==> config.mk <==
export PLATFORM = sky130hd
export DESIGN_NAME = i2c_master_byte_engine_flat
export DESIGN_NICKNAME = d
export VERILOG_FILES = /design/src/rtl/core/i2cm_pkg.sv /design/src/rtl/core/i2cm_chan_if.sv /design/src/rtl/core/i2cm_front.sv /design/src/rtl/core/i2cm_engine.sv /design/src/rtl/core/i2c_master_byte_engine.sv /design/src/flat_wrapper.sv
export SDC_FILE = /design/constraint.sdc
export NUM_CORES = 1
export LEC_CHECK = 0
export ABC_AREA = 1
export BUFFER_PORTS_ARGS = -buffer_cell sky130_fd_sc_hd__buf_2
export CAP_MARGIN = 20
export CORE_MARGIN = 8
export CORE_UTILIZATION = 60
export DETAILED_ROUTE_END_ITERATION = 10
export PLACE_DENSITY = 0.79
export SYNTH_ARGS = -nofsm -noshare
export SYNTH_HDL_FRONTEND = slang
export SYNTH_SLANG_ARGS = --single-unit
==> constraint.sdc <==
create_clock -name clk_i -period 9 [get_ports clk_i]
set_input_delay 0.9 -clock clk_i [delete_from_list [all_inputs] [get_ports clk_i]]
set_output_delay 0.9 -clock clk_i [all_outputs]
set_load 0.005 [all_outputs]
==> src/rtl/core/i2cm_pkg.sv <==
// shared types and constants for the i2c master byte engine
package i2cm_pkg;

  localparam int unsigned TIMER_WIDTH_DEF = 16;
  localparam int unsigned CFG_W           = 16;
  localparam int unsigned CFG_IDX_W       = 1;
  localparam int unsigned BYTE_W          = 8;
  localparam int unsigned BIT_CNT_W       = 4;
  localparam int unsigned QUEUE_DEPTH     = 2;
  localparam int unsigned QUEUE_PTR_W     = 1;
  localparam int unsigned QUEUE_CNT_W     = 2;

  localparam logic [CFG_W-1:0]     HALF_PERIOD_RST = 16'd250;
  localparam logic [CFG_W-1:0]     ACK_TIMEOUT_RST = 16'd0;
  localparam logic [BIT_CNT_W-1:0] BITS_PER_BYTE   = 4'd8;

  typedef enum logic [CFG_IDX_W-1:0] {
    CFG_HALF_PERIOD,
    CFG_ACK_TIMEOUT
  } cfg_reg_e;

  typedef enum logic [1:0] {
    MODE_START,
    MODE_STOP,
    MODE_WRITE,
    MODE_READ
  } mode_e;

  typedef enum logic [2:0] {
    OP_NONE,
    OP_START,
    OP_STOP,
    OP_WRITE,
    OP_READ
  } op_e;

  typedef enum logic [3:0] {
    PH_IDLE,
    PH_ST_A,
    PH_ST_B,
    PH_SP_A,
    PH_SP_B,
    PH_WR_HIGH,
    PH_WR_LOW,
    PH_ACK_HIGH,
    PH_ACK_POLL,
    PH_ACK_LOW,
    PH_RD_HIGH,
    PH_RD_LOW,
    PH_NACK_HIGH
  } phase_e;

  typedef struct packed {
    logic              cmd_valid;
    logic [1:0]        mode;
    logic [BYTE_W-1:0] tx_byte;
    logic              sda_in;
  } i2cm_in_t;

  typedef struct packed {
    op_e               op;
    logic [BYTE_W-1:0] tx_byte;
    logic              sda_in;
  } i2cm_item_t;

  typedef struct packed {
    logic              scl_out;
    logic              sda_out;
    logic              ready_res;
    logic              done_res;
    logic [BYTE_W-1:0] rx_byte;
    logic              ack_seen;
  } i2cm_out_t;

  typedef struct packed {
    logic [CFG_W-1:0] half_period;
    logic [CFG_W-1:0] ack_timeout;
  } i2cm_cfg_t;

endpackage

==> src/rtl/core/i2cm_chan_if.sv <==
// valid/ready channel carrying one payload per request
interface i2cm_chan_if #(
  parameter type payload_t = logic
) ();

  logic     valid;
  logic     ready;
  payload_t payload;

  modport source (output valid, output payload, input ready);
  modport sink   (input valid, input payload, output ready);

endinterface

==> src/rtl/core/i2cm_front.sv <==
// front end: classifies ticks and queues them for the bit engine
module i2cm_front (
  input  logic        clk_i,
  input  logic        rst_ni,
  i2cm_chan_if.sink   tick_snk,
  i2cm_chan_if.source q_src
);
  import i2cm_pkg::*;

  i2cm_item_t             entry_q [QUEUE_DEPTH];
  logic [QUEUE_PTR_W-1:0] wr_ptr_q, wr_ptr_d;
  logic [QUEUE_PTR_W-1:0] rd_ptr_q, rd_ptr_d;
  logic [QUEUE_CNT_W-1:0] count_q, count_d;
  logic                   push, pop;
  i2cm_item_t             item;

  // map the raw command fields onto one operation code
  always_comb begin
    item.tx_byte = tick_snk.payload.tx_byte;
    item.sda_in  = tick_snk.payload.sda_in;
    item.op      = OP_NONE;
    if (tick_snk.payload.cmd_valid) begin
      unique case (mode_e'(tick_snk.payload.mode))
        MODE_START: item.op = OP_START;
        MODE_STOP:  item.op = OP_STOP;
        MODE_WRITE: item.op = OP_WRITE;
        MODE_READ:  item.op = OP_READ;
        default:    item.op = OP_NONE;
      endcase
    end
  end

  assign tick_snk.ready = (count_q != QUEUE_CNT_W'(QUEUE_DEPTH));
  assign push           = tick_snk.valid && tick_snk.ready;
  assign q_src.valid    = (count_q != '0);
  assign q_src.payload  = entry_q[rd_ptr_q];
  assign pop            = q_src.valid && q_src.ready;

  always_comb begin
    wr_ptr_d = push ? wr_ptr_q + 1'b1 : wr_ptr_q;
    rd_ptr_d = pop  ? rd_ptr_q + 1'b1 : rd_ptr_q;
    count_d  = count_q;
    if (push && !pop) begin
      count_d = count_q + 1'b1;
    end else if (pop && !push) begin
      count_d = count_q - 1'b1;
    end
  end

  always_ff @(posedge clk_i or negedge rst_ni) begin
    if (!rst_ni) begin
      wr_ptr_q <= '0;
      rd_ptr_q <= '0;
      count_q  <= '0;
    end else begin
      wr_ptr_q <= wr_ptr_d;
      rd_ptr_q <= rd_ptr_d;
      count_q  <= count_d;
    end
  end

  always_ff @(posedge clk_i) begin
    if (push) begin
      entry_q[wr_ptr_q] <= item;
    end
  end

`ifndef SYNTHESIS
  a_count_bound: assert property (@(posedge clk_i) disable iff (!rst_ni)
    count_q <= QUEUE_CNT_W'(QUEUE_DEPTH))
    else $error("queue count above depth");
  a_fill: assert property (@(posedge clk_i) disable iff (!rst_ni)
    push && !pop && count_q == '0 |=> q_src.valid)
    else $error("pushed request not visible at queue head");
  a_ptr_track: assert property (@(posedge clk_i) disable iff (!rst_ni)
    (count_q == '0 || count_q == QUEUE_CNT_W'(QUEUE_DEPTH)) |-> wr_ptr_q == rd_ptr_q)
    else $error("queue pointers disagree with count");
`endif

endmodule

==> src/rtl/core/i2cm_engine.sv <==
// back end: bit-level i2c sequencer, one queued tick per step
module i2cm_engine #(
  parameter int unsigned TimerWidth = i2cm_pkg::TIMER_WIDTH_DEF
) (
  input  logic                clk_i,
  input  logic                rst_ni,
  input  i2cm_pkg::i2cm_cfg_t cfg_i,
  i2cm_chan_if.sink           q_snk,
  i2cm_chan_if.source         res_src
);
  import i2cm_pkg::*;

  phase_e                phase_q, phase_d;
  logic [TimerWidth-1:0] tick_q, tick_d;
  logic [TimerWidth-1:0] ack_cnt_q, ack_cnt_d;
  logic [BIT_CNT_W-1:0]  bit_cnt_q, bit_cnt_d;
  logic [BYTE_W-1:0]     shift_q, shift_d;
  logic [BYTE_W-1:0]     rx_hold_q, rx_hold_d;
  logic                  scl_q, scl_d;
  logic                  sda_q, sda_d;
  logic                  ack_flag_q, ack_flag_d;
  logic                  done;
  logic                  out_valid_q, out_valid_d;
  i2cm_out_t             out_q;

  logic [TimerWidth-1:0] hp_lim, tmo_lim, ack_cnt_inc;
  logic                  wait_over, tmo_hit, step, sda_s, in_wait;
  logic [2:0]            wr_idx;
  i2cm_item_t            item;

  assign item        = q_snk.payload;
  assign sda_s       = item.sda_in;
  assign hp_lim      = TimerWidth'(cfg_i.half_period);
  assign tmo_lim     = TimerWidth'(cfg_i.ack_timeout);
  assign wait_over   = (tick_q >= hp_lim);
  assign ack_cnt_inc = (ack_cnt_q == '1) ? ack_cnt_q : ack_cnt_q + 1'b1;
  assign tmo_hit     = (tmo_lim != '0) && (ack_cnt_inc >= tmo_lim);
  assign wr_idx      = 3'd7 - bit_cnt_q[2:0];
  assign in_wait     = (phase_q != PH_IDLE) && (phase_q != PH_ACK_POLL);

  // a step runs whenever a tick is queued and the result register is free or being drained
  assign q_snk.ready = !out_valid_q || res_src.ready;
  assign step        = q_snk.valid && q_snk.ready;

  // next phase
  always_comb begin
    phase_d = phase_q;
    if (step) begin
      unique case (phase_q)
        PH_IDLE: begin
          unique case (item.op)
            OP_START: phase_d = PH_ST_A;
            OP_STOP:  phase_d = PH_SP_A;
            OP_WRITE: phase_d = PH_WR_HIGH;
            OP_READ:  phase_d = PH_RD_HIGH;
            default:  phase_d = PH_IDLE;
          endcase
        end
        PH_ACK_POLL:  if (!sda_s || tmo_hit) phase_d = PH_ACK_LOW;
        PH_ST_A:      if (wait_over) phase_d = PH_ST_B;
        PH_ST_B:      if (wait_over) phase_d = PH_IDLE;
        PH_SP_A:      if (wait_over) phase_d = PH_SP_B;
        PH_SP_B:      if (wait_over) phase_d = PH_IDLE;
        PH_WR_HIGH:   if (wait_over) phase_d = PH_WR_LOW;
        PH_WR_LOW: begin
          if (wait_over) begin
            phase_d = (bit_cnt_q >= BITS_PER_BYTE) ? PH_ACK_HIGH : PH_WR_HIGH;
          end
        end
        PH_ACK_HIGH:  if (wait_over) phase_d = PH_ACK_POLL;
        PH_ACK_LOW:   if (wait_over) phase_d = PH_IDLE;
        PH_RD_HIGH:   if (wait_over) phase_d = PH_RD_LOW;
        PH_RD_LOW: begin
          if (wait_over) begin
            phase_d = (bit_cnt_q >= BITS_PER_BYTE) ? PH_NACK_HIGH : PH_RD_HIGH;
          end
        end
        PH_NACK_HIGH: if (wait_over) phase_d = PH_IDLE;
        default:      phase_d = PH_IDLE;
      endcase
    end
  end

  // line levels, counters and data
  always_comb begin
    tick_d     = tick_q;
    ack_cnt_d  = ack_cnt_q;
    bit_cnt_d  = bit_cnt_q;
    shift_d    = shift_q;
    rx_hold_d  = rx_hold_q;
    scl_d      = scl_q;
    sda_d      = sda_q;
    ack_flag_d = ack_flag_q;
    done       = 1'b0;
    if (step) begin
      // fresh wait on entry, otherwise count up until the wait is over
      if (phase_d != phase_q && phase_d != PH_IDLE && phase_d != PH_ACK_POLL) begin
        tick_d = TimerWidth'(1);
      end else if (in_wait && !wait_over) begin
        tick_d = tick_q + 1'b1;
      end
      unique case (phase_q)
        PH_IDLE: begin
          if (item.op != OP_NONE) begin
            bit_cnt_d = '0;
          end
          unique case (item.op)
            OP_START: begin
              scl_d = 1'b1;
              sda_d = 1'b1;
            end
            OP_STOP: begin
              scl_d = 1'b0;
              sda_d = 1'b0;
            end
            OP_WRITE: begin
              shift_d = item.tx_byte;
              sda_d   = item.tx_byte[BYTE_W-1];
              scl_d   = 1'b1;
            end
            OP_READ: begin
              shift_d = '0;
              sda_d   = 1'b1;
              scl_d   = 1'b1;
            end
            default: ;
          endcase
        end
        PH_ACK_POLL: begin
          if (!sda_s) begin
            ack_flag_d = 1'b1;
            scl_d      = 1'b0;
          end else begin
            ack_cnt_d = ack_cnt_inc;
            if (tmo_hit) begin
              ack_flag_d = 1'b0;
              scl_d      = 1'b0;
            end
          end
        end
        PH_ST_A: if (wait_over) sda_d = 1'b0;
        PH_ST_B: begin
          if (wait_over) begin
            scl_d = 1'b0;
            done  = 1'b1;
          end
        end
        PH_SP_A: if (wait_over) scl_d = 1'b1;
        PH_SP_B: begin
          if (wait_over) begin
            sda_d = 1'b1;
            done  = 1'b1;
          end
        end
        PH_WR_HIGH: begin
          if (wait_over) begin
            scl_d     = 1'b0;
            bit_cnt_d = bit_cnt_q + 1'b1;
          end
        end
        PH_WR_LOW: begin
          if (wait_over) begin
            scl_d = 1'b1;
            sda_d = (bit_cnt_q >= BITS_PER_BYTE) ? 1'b1 : shift_q[wr_idx];
          end
        end
        PH_ACK_HIGH: if (wait_over) ack_cnt_d = '0;
        PH_ACK_LOW:  if (wait_over) done = 1'b1;
        PH_RD_HIGH: begin
          if (wait_over) begin
            shift_d   = {shift_q[BYTE_W-2:0], sda_s};
            bit_cnt_d = bit_cnt_q + 1'b1;
            scl_d     = 1'b0;
          end
        end
        PH_RD_LOW: begin
          if (wait_over) begin
            scl_d = 1'b1;
            if (bit_cnt_q >= BITS_PER_BYTE) begin
              sda_d = 1'b1;
            end
          end
        end
        PH_NACK_HIGH: begin
          if (wait_over) begin
            scl_d     = 1'b0;
            rx_hold_d = shift_q;
            done      = 1'b1;
          end
        end
        default: ;
      endcase
    end
  end

  always_comb begin
    out_valid_d = out_valid_q;
    if (step) begin
      out_valid_d = 1'b1;
    end else if (res_src.ready) begin
      out_valid_d = 1'b0;
    end
  end

  always_ff @(posedge clk_i or negedge rst_ni) begin
    if (!rst_ni) begin
      phase_q     <= PH_IDLE;
      tick_q      <= '0;
      ack_cnt_q   <= '0;
      bit_cnt_q   <= '0;
      shift_q     <= '0;
      rx_hold_q   <= '0;
      scl_q       <= 1'b1;
      sda_q       <= 1'b1;
      ack_flag_q  <= 1'b0;
      out_valid_q <= 1'b0;
    end else begin
      phase_q     <= phase_d;
      tick_q      <= tick_d;
      ack_cnt_q   <= ack_cnt_d;
      bit_cnt_q   <= bit_cnt_d;
      shift_q     <= shift_d;
      rx_hold_q   <= rx_hold_d;
      scl_q       <= scl_d;
      sda_q       <= sda_d;
      ack_flag_q  <= ack_flag_d;
      out_valid_q <= out_valid_d;
    end
  end

  always_ff @(posedge clk_i) begin
    if (step) begin
      out_q.scl_out   <= scl_d;
      out_q.sda_out   <= sda_d;
      out_q.ready_res <= (phase_d == PH_IDLE);
      out_q.done_res  <= done;
      out_q.rx_byte   <= rx_hold_d;
      out_q.ack_seen  <= ack_flag_d;
    end
  end

  assign res_src.valid   = out_valid_q;
  assign res_src.payload = out_q;

`ifndef SYNTHESIS
  a_done_idle: assert property (@(posedge clk_i) disable iff (!rst_ni)
    res_src.valid && res_src.payload.done_res |-> res_src.payload.ready_res)
    else $error("completion reported while still busy");
  a_bit_cnt: assert property (@(posedge clk_i) disable iff (!rst_ni)
    bit_cnt_q <= BITS_PER_BYTE)
    else $error("bit counter ran past one byte");
  a_ack_low: assert property (@(posedge clk_i) disable iff (!rst_ni)
    step && phase_q == PH_ACK_POLL && !sda_s |=> ack_flag_q && phase_q == PH_ACK_LOW)
    else $error("slave acknowledge not taken");
  a_hold: assert property (@(posedge clk_i) disable iff (!rst_ni)
    res_src.valid && !res_src.ready |=> res_src.valid && !q_snk.ready == !res_src.ready)
    else $error("stalled result dropped");
`endif

endmodule

==> src/rtl/core/i2c_master_byte_engine.sv <==
// top level of the i2c master byte engine: config registers, front queue, bit engine
//
//  channel  dir  handshake             payload
//  tick_i   in   tick_i.valid/ready    cmd_valid, mode, tx_byte, sda_in
//  res_o    out  res_o.valid/ready     scl_out, sda_out, ready_res, done_res, rx_byte, ack_seen
//  cfg      in   cfg_we_i (no ready)   cfg_idx_i, cfg_wdata_i
//
//  one tick per clock when neither side stalls; a tick leaves the front queue
//  and its result is registered in the bit engine
//  the two-entry queue and the result register let either side stall on its own
//  reset puts both lines released, the sequencer idle, half_period 250, ack_timeout 0
module i2c_master_byte_engine #(
  parameter int unsigned TimerWidth = i2cm_pkg::TIMER_WIDTH_DEF
) (
  input  logic                          clk_i,
  input  logic                          rst_ni,
  i2cm_chan_if.sink                     tick_i,
  i2cm_chan_if.source                   res_o,
  input  logic                          cfg_we_i,
  input  logic [i2cm_pkg::CFG_IDX_W-1:0] cfg_idx_i,
  input  logic [i2cm_pkg::CFG_W-1:0]     cfg_wdata_i
);
  import i2cm_pkg::*;

  i2cm_cfg_t cfg_q;

  i2cm_chan_if #(.payload_t(i2cm_item_t)) q_if ();

  always_ff @(posedge clk_i or negedge rst_ni) begin
    if (!rst_ni) begin
      cfg_q.half_period <= HALF_PERIOD_RST;
      cfg_q.ack_timeout <= ACK_TIMEOUT_RST;
    end else if (cfg_we_i) begin
      case (cfg_reg_e'(cfg_idx_i))
        CFG_HALF_PERIOD: cfg_q.half_period <= cfg_wdata_i;
        CFG_ACK_TIMEOUT: cfg_q.ack_timeout <= cfg_wdata_i;
        default: ;
      endcase
    end
  end

  i2cm_front u_front (
    .clk_i    (clk_i),
    .rst_ni   (rst_ni),
    .tick_snk (tick_i),
    .q_src    (q_if)
  );

  i2cm_engine #(
    .TimerWidth (TimerWidth)
  ) u_engine (
    .clk_i   (clk_i),
    .rst_ni  (rst_ni),
    .cfg_i   (cfg_q),
    .q_snk   (q_if),
    .res_src (res_o)
  );

endmodule

==> src/flat_wrapper.sv <==
// flat-port wrapper written by rule: the top's interface ports become plain ports
module i2c_master_byte_engine_flat import i2cm_pkg::*;
#(
  parameter int unsigned TimerWidth = i2cm_pkg::TIMER_WIDTH_DEF
)
  (clk_i, rst_ni, cfg_we_i, cfg_idx_i, cfg_wdata_i, tick_i_valid, tick_i_payload, tick_i_ready, res_o_valid, res_o_payload, res_o_ready);
  i2cm_chan_if #(.payload_t(i2cm_in_t)) tick_i_i ();
  i2cm_chan_if #(.payload_t(i2cm_out_t)) res_o_i ();
  input  logic clk_i;
  input  logic rst_ni;
  input  logic cfg_we_i;
  input  logic [i2cm_pkg::CFG_IDX_W-1:0] cfg_idx_i;
  input  logic [i2cm_pkg::CFG_W-1:0] cfg_wdata_i;
  input wire logic [$bits(tick_i_i.valid)-1:0] tick_i_valid;
  input wire logic [$bits(tick_i_i.payload)-1:0] tick_i_payload;
  output wire logic [$bits(tick_i_i.ready)-1:0] tick_i_ready;
  output wire logic [$bits(res_o_i.valid)-1:0] res_o_valid;
  output wire logic [$bits(res_o_i.payload)-1:0] res_o_payload;
  input wire logic [$bits(res_o_i.ready)-1:0] res_o_ready;
  assign tick_i_i.valid = tick_i_valid;
  assign tick_i_i.payload = tick_i_payload;
  assign tick_i_ready = tick_i_i.ready;
  assign res_o_valid = res_o_i.valid;
  assign res_o_payload = res_o_i.payload;
  assign res_o_i.ready = res_o_ready;
  i2c_master_byte_engine #(.TimerWidth(TimerWidth)) u_core (.clk_i(clk_i), .rst_ni(rst_ni), .tick_i(tick_i_i), .res_o(res_o_i), .cfg_we_i(cfg_we_i), .cfg_idx_i(cfg_idx_i), .cfg_wdata_i(cfg_wdata_i));
endmodule
# After elaboration in Yosys (flattened, before gate mapping)
# Memories as Yosys holds them, arrays and structs flattened.
# Cells that the tools add are included.
[totals]
in_bits = 34
regBits = 109
out_inout_bits = 15
elab_cells = 167
ramBits = 24
n_memories = 1
[memory_table]
columns = ["name", "depth", "width", "read_ports", "rd_ports_with_merged_regs", "wr", "line", "source"]
rows = [
  ["u_core.u_front.entry_q", 2, 12, 1, 0, 1, "i2cm_front.sv:10", "i2cm_item_t entry_q [QUEUE_DEPTH];"],
]
[classes]
n_lt_le_gt_ge = 4
n_mux = 60
reduce_logical = 42
n_bitwise = 1
n_addsub = 8
eq_ne = 30
[ops]
columns = ["op", "n"]
rows = [
  ["16-bit 2-to-1 mux", 5],
  ["4-bit 2-to-1 mux", 12],
  ["4-bit case mux with 10 select lines", 1],
  ["16-bit by 1-bit adder with 16-bit output (second input constant)", 2],
  ["16-bit greater-or-equal comparator", 2],
  ["8-bit 2-to-1 mux", 4],
  ["16-bit case mux with 2 select lines", 1],
  ["8-bit case mux with 2 select lines", 2],
  ["1-bit 2-to-1 mux", 22],
  ["4-bit == test (second input constant)", 5],
  ["16-bit == test (second input constant)", 1],
  ["4-bit by 3-bit == test with 1-bit output (second input constant)", 4],
  ["4-bit case mux with 4 select lines", 1],
  ["16-bit nonzero test", 1],
  ["2-bit nonzero test", 7],
  ["3-bit case mux with 4 select lines", 1],
  ["4-bit AND reduction", 3],
  ["2-bit != test (second input constant)", 5],
  ["1-bit logical AND", 9],
  ["4-bit by 2-bit == test with 1-bit output (second input constant)", 2],
  ["4-bit zero test", 2],
  ["4-bit != test (second input constant)", 2],
  ["4-bit case mux with 2 select lines", 1],
  ["4-bit nonzero test", 2],
  ["other kinds (32)", 48],
]

# Depth between registers and ports, before layout
[depth]
ltp_word = 13
ltp_mapped = 34
depth_no_buf = 33

# Modules after synthesis
# A second synthesis with hierarchy kept.
[unflattened]
hier_cells = 944
hier_area_um2 = 7697.4
[by_module_without_submodules]
columns = ["module", "area_each_um2", "cells_per_inst", "seq_area_each_um2", "instances"]
rows = [
  ["i2cm_engine", 5215.0, 706, 1894.3, 1],
  ["i2c_master_byte_engine", 1327.5, 140, 808.3, 1],
  ["i2cm_front", 1154.9, 98, 820.8, 1],
]

# Least setup slack after synthesis
# No wires, ideal clock.
[synth_timing]
kind = "register -> register"
startpoint = "reg u_core.u_engine.ack_cnt_q[0]"
endpoint = "reg u_core.u_engine.tick_q[12]"
required_time_ns = 8.880
path_slack_ns = 5.524
path_buffers = 1
synth_period_minus_slack_ns = 3.476
stages_incl_launch_ff = 33
arrival_time_ns = 3.357
setup_ns = 0.120
cell_sequence = "dfrtp_1 ha_1 inv_1 nor3_1 nand3_1 nor2_1 inv_1 nor2_1 nand4_1 inv_1 nor2_1 nand3_1 xor2_1 inv_1 ha_1 nand2_1 nor3_1 nand3_1 nand3_1 nand2_1 nand2_1 nand2_1 nand2_1 nand2_1 o21ai_2 nor2_2 nand2_2 nand2_4 nand2_2 nand2_4 buf_6 nand2_1 nand2_1"
[synth_between]
elab_chain_len = 13
word_cells_on_any_way = 17
classes_between = "add/sub: 1; order compare: 1; eq/ne: 3; mux: 5; reduce/logical: 7"
[synth_rtl]
columns = ["element", "line", "source"]
rows = [
  ["start, declared", "i2cm_engine.sv:15", "logic [TimerWidth-1:0] ack_cnt_q, ack_cnt_d;"],
  ["start signal, assigned", "i2cm_engine.sv:220", "ack_cnt_q <= ack_cnt_d;"],
  ["16-bit by 1-bit adder with 16-bit output / 16-bit == test (equally long branches)", "i2cm_engine.sv:36", "assign ack_cnt_inc = (ack_cnt_q == '1) ? ack_cnt_q : ack_cnt_q + 1'b1;"],
  ["16-bit 2-to-1 mux *", "i2cm_engine.sv:36", ""],
  ["16-bit greater-or-equal comparator *", "i2cm_engine.sv:37", "assign tmo_hit = (tmo_lim != '0) && (ack_cnt_inc >= tmo_lim);"],
  ["1-bit logical AND *", "i2cm_engine.sv:37", ""],
  ["1-bit logical OR *", "i2cm_engine.sv:59", "PH_ACK_POLL: if (!sda_s || tmo_hit) phase_d = PH_ACK_LOW;"],
  ["4-bit 2-to-1 mux *", "i2cm_engine.sv:59", ""],
  ["4-bit case mux with 10 select lines *", "i2cm_engine.sv:49", "unique case (phase_q)"],
  ["4-bit 2-to-1 mux *", "i2cm_engine.sv:48", "if (step) begin"],
  ["net u_core.u_engine.phase_d[0]", "i2cm_engine.sv:13", "phase_e phase_q, phase_d;"],
  ["4-bit != test / 4-bit nonzero test (equally long branches)", "i2cm_engine.sv:97", "if (phase_d != phase_q && phase_d != PH_IDLE && phase_d != PH_ACK_POLL) begin"],
  ["1-bit logical AND", "i2cm_engine.sv:97", ""],
  ["1-bit logical AND *", "i2cm_engine.sv:97", ""],
  ["2-bit nonzero test (no source line)", "-", ""],
  ["2-bit AND reduction (no source line)", "-", ""],
  ["end signal, assigned", "i2cm_engine.sv:219", "tick_q <= tick_d;"],
  ["end, declared", "i2cm_engine.sv:14", "logic [TimerWidth-1:0] tick_q, tick_d;"],
]
# Mark *: on every way through the listed nets, which the timed path passes. The rest lies on a longest branch.
# A chain may end at the register's enable or synchronous reset.

# Final worst setup path
[layout_timing]
startpoint = "reg u_core.u_engine.ack_cnt_q[0]"
endpoint = "reg u_core.u_engine.tick_q[10]"
# Same word-level chain as after synthesis.

==> qor.csv <==
stage,metric,value,unit
outcome,run status,"complete, no violations",
cts,CTS Sinks,133,
synthesis,top cell type's share of synthesized area,29.99,%
synthesis,Mapped Cells,896,
synthesis,Cell variety after synth,42,
cts,worst skew pair latency,420,ps
min_path,Min-Delay Path Class,primary input to asynchronous set/reset pin,
cts,clock transition at the registers of the reported paths,60,ps
cts,Max Root-Sink Buffers,2,
cts,# hold bufs at CTS,0,
routing,Final Routed Wirelength,15.90,mm
cts,Resized Gates After CTS,0,
cts,TritonCTS Buffers,17,
synthesis,register area share after synthesis,47.99,%
cts,Post-CTS Setup Bufs,0,
synthesis,Main synth FF type,dfrtp_1,
floorplan,num rows,40,
timing,worst slew pin tran,1086,ps
grt,Total GRT Usage,21.07,%
timing,achievable frequency,0.2400,GHz
routing,Vias/cell,5.491,
synthesis,"EDFF count, synth",37,
pwr,leak pwr,4.173,nW
final_layout,share of layout cells above drive strength 1,11.65,%
floorplan,Die Area,16030,um^2
timing,clock skew,8.804,ps
synthesis,asr flop ratio synth,72.18,%
synthesis,Post-Syn Nets,969,
synthesis,synthesized area,7342,um^2
critical_path,Max stage delay on crit path,470,ps
timing,Slew HR,27.31,%
timing,final setup violation count,0,
floorplan,die height,126.6,um
final_layout,synthesis-to-layout area growth,13.19,%
critical_path,worst path required time,9350,ps
final_layout,Final Util,69.48,%
synthesis,"Avg Cell Area, Syn",8.194,um^2
pwr,worst vdd rail ir drop,0.0002498,V
floorplan,# IOs,49,
critical_path,CP max FO,17,
synthesis,"flops & latches, synth",133,
routing,routed len/inst,14.34,um
cts,root buf cell,clkbuf_16,
floorplan,Starting Density,61.38,%
placement,Detailed Place HPWL,11.26,mm
pwr,pwr dens,310.3,nW/um^2
floorplan,core outline area,11960,um^2
routing,# DRC,0,
placement,GP Congestion,0.9210,
timing,Hold Slack,373.3,ps
critical_path,Crit Path Category,flip-flop to flip-flop,
timing,RSZ-0062 raised after global routing,no,
timing,Setup TNS Final,0,ps
grt,initial antenna violation count,1,
timing,Fin. Hold Viols,0,
grt,vias in the first global route,5669,
floorplan,Die X,126.6,um
final_layout,final net count,1021,
timing,Final min period,4167,ps
cts,CTS tree,done,
flow_run,max-cap violations,0,
timing,fin crit share,46.30,%
synthesis,largest area contributor in the netlist,dfrtp_1,
routing,DRT iter0 DRCs,626,
critical_path,crit path DAT,4510,ps
critical_path,critical path's most frequent cell,nand2_1,
critical_path,setup slack on the worst flop-to-flop path,4830,ps
grt,first-pass GRT wire length,27.21,mm
routing,Routed Antenna Nets,0,
routing,via count,6089,
grt,largest net degree at the start of global routing,74,
grt,total grt overflow,0,
critical_path,Startpoint Class,flip-flop,
cts,H-tree depth,4,
timing,"Slew Viols, Final",0,
routing,Pre-antenna DRT Iters,5,
synthesis,Ys Warns,0,
critical_path,endpoint type of the worst setup path,flip-flop,
critical_path,"Slowest-stage cell, CP",o21ai_0,
synthesis,"top cells by area, synth","dfrtp_1, edfxtp_1, nand2_1",
placement,port bufs,48,
[layout make-up]
class / instances / area (um^2)
well taps: 147 / 183.9
clock buffers: 18 / 429.2
fillers: 955 / 3651
flip-flops and latches: 133 / 3523
diodes: 1 / 2.502
inverters: 150 / 563.0
clock inverters: 14 / 158.9
repair buffers: 52 / 272.8
multi-input cells: 594 / 3177
[state kept, by name (all words and copies together), names as in the netlist]
register	count
u_core.u_engine.sda_q	1
u_core.cfg_q	32
u_core.u_engine.ack_cnt_q	16
u_core.u_front.rd_ptr_q	1
u_core.u_engine.bit_cnt_q	4
u_core.u_engine.res_src.payload	13
u_core.u_engine.rx_hold_q	8
u_core.u_engine.res_src.valid	1
u_core.u_engine.phase_q	4
u_core.u_front.entry_q	24
u_core.u_engine.shift_q	8
u_core.u_front.wr_ptr_q	1
u_core.u_front.count_q	2
u_core.u_engine.ack_flag_q	1
u_core.u_engine.tick_q	16
u_core.u_engine.scl_q	1
[cells in the final DEF (no fill, tap or decap), drive strengths merged]
cell      Yosys  final
xor2         19     19
nor3b         1      1
xnor2         5      5
nor4          5      5
o21ai        90     90
nor3         11     11
o41ai         7      7
and2          1      1
or2           1      1
nand4        22     22
diode         0      1
nand2       226    226
clkinv        1     10
clkbuf       12     18
bufinv        0      3
ha           39     39
inv         149    150
a21oi        35     35
o2111a        1      1
o311ai        1      1
dfstp         8      8
clkinvlp      0      1
nor2         74     74
o211ai        1      1
a22o          2      2
dfrtp        88     88
o22ai         5      5
a221oi        1      1
edfxtp       37     37
a22oi         2      2
nand3b        3      3
o21a          3      3
a31oi         4      4
buf           7     52
a41oi         1      1
nand3        33     33
o221ai        1      1
[report_power, final]
part / switching [mW] / leakage [nW] / internal [mW] / total [mW]
logic: 0.657 / 2.33 / 0.321 / 0.979
registers: 0.108 / 1.55 / 0.802 / 0.910
clock network: 0.258 / 0.287 / 0.432 / 0.690
total: 1.02 / 4.17 / 1.56 / 2.58
[path summary, 6_finish.rpt]
| path | startpoint | end | depth (start not counted) |
|---|---|---|---|
| max | u_core.u_engine.ack_cnt_q[0] | u_core.u_engine.tick_q[10] | 29 |
| min | rst_ni | u_core.u_engine.shift_q[4] | 1 |
| max reg2reg | u_core.u_engine.ack_cnt_q[0] | u_core.u_engine.tick_q[10] | 29 |
| min reg2reg | u_core.u_front.count_q[0] | u_core.u_front.count_q[0] | 1 |
| max in group asynchronous | rst_ni | u_core.cfg_q[9] | 2 |
| min in group clk_i | u_core.u_front.count_q[0] | u_core.u_front.count_q[0] | 1 |
[per-stage QoR]
step / instance area [um^2] / setup slack (ps) / power [mW] / cells
detailed placement: 7705 / 5003 / 1.870 / 1074
global route: 8310 / 4300 / 2.775 / 1109
global placement: 7705 / 5167 / 1.844 / 1074
CTS: 8293 / 4901 / 2.570 / 1106
finish: 8310 / 4833 / 2.579 / 1109
floorplan: 7342 / 5524 / 1.620 / 896
[metal layers]
layer | wire length, um | up-vias | global-route usage (%)
li1 | - | 3041 | -
met1 | 7611 | 2811 | 29.04
met2 | 7243 | 219 | 32.08
met3 | 823 | 18 | 4.189
met4 | 225 | 0 | 8.139
met5 | 0 | - | 0
[worst max-delay path, delay by kind of cell, from the launching register on]
family	cells	cell delay, ps
simple gates	21	2240
compound gates	4	800
fa+ha+maj	2	530
flops	1	350
buf+inv	2	150
[cell families after synthesis]
kind of cell	share of synthesized area, %
buffers and inverters	8.895
AO/OA/AOI/OAI	11.76
adder cells (fa/ha/maj)	6.646
flip-flops	47.99
AND/OR/NAND/NOR	21.85
XOR/XNOR	2.863
[synth_stat cells (2+ instances only)]
library cell,n
clkbuf_1,12
nor2_1,68
xor2_1,19
nand2_1,218
a22oi_1,2
a22o_1,2
buf_2,3
edfxtp_1,37
nor4_1,5
a31oi_1,4
nand2_4,2
nor2_2,6
buf_1,2
o41ai_1,7
nand3b_1,3
inv_2,4
o21a_1,3
nand4_1,22
o21ai_1,3
inv_1,145
ha_1,39
nand3_1,33
a21oi_1,35
buf_6,2
o21ai_0,84
nand2_2,6
dfstp_2,8
dfrtp_1,88
nor3_1,11
o21ai_2,3
o22ai_1,5
xnor2_1,5
Power figures use the tool's default switching activity.
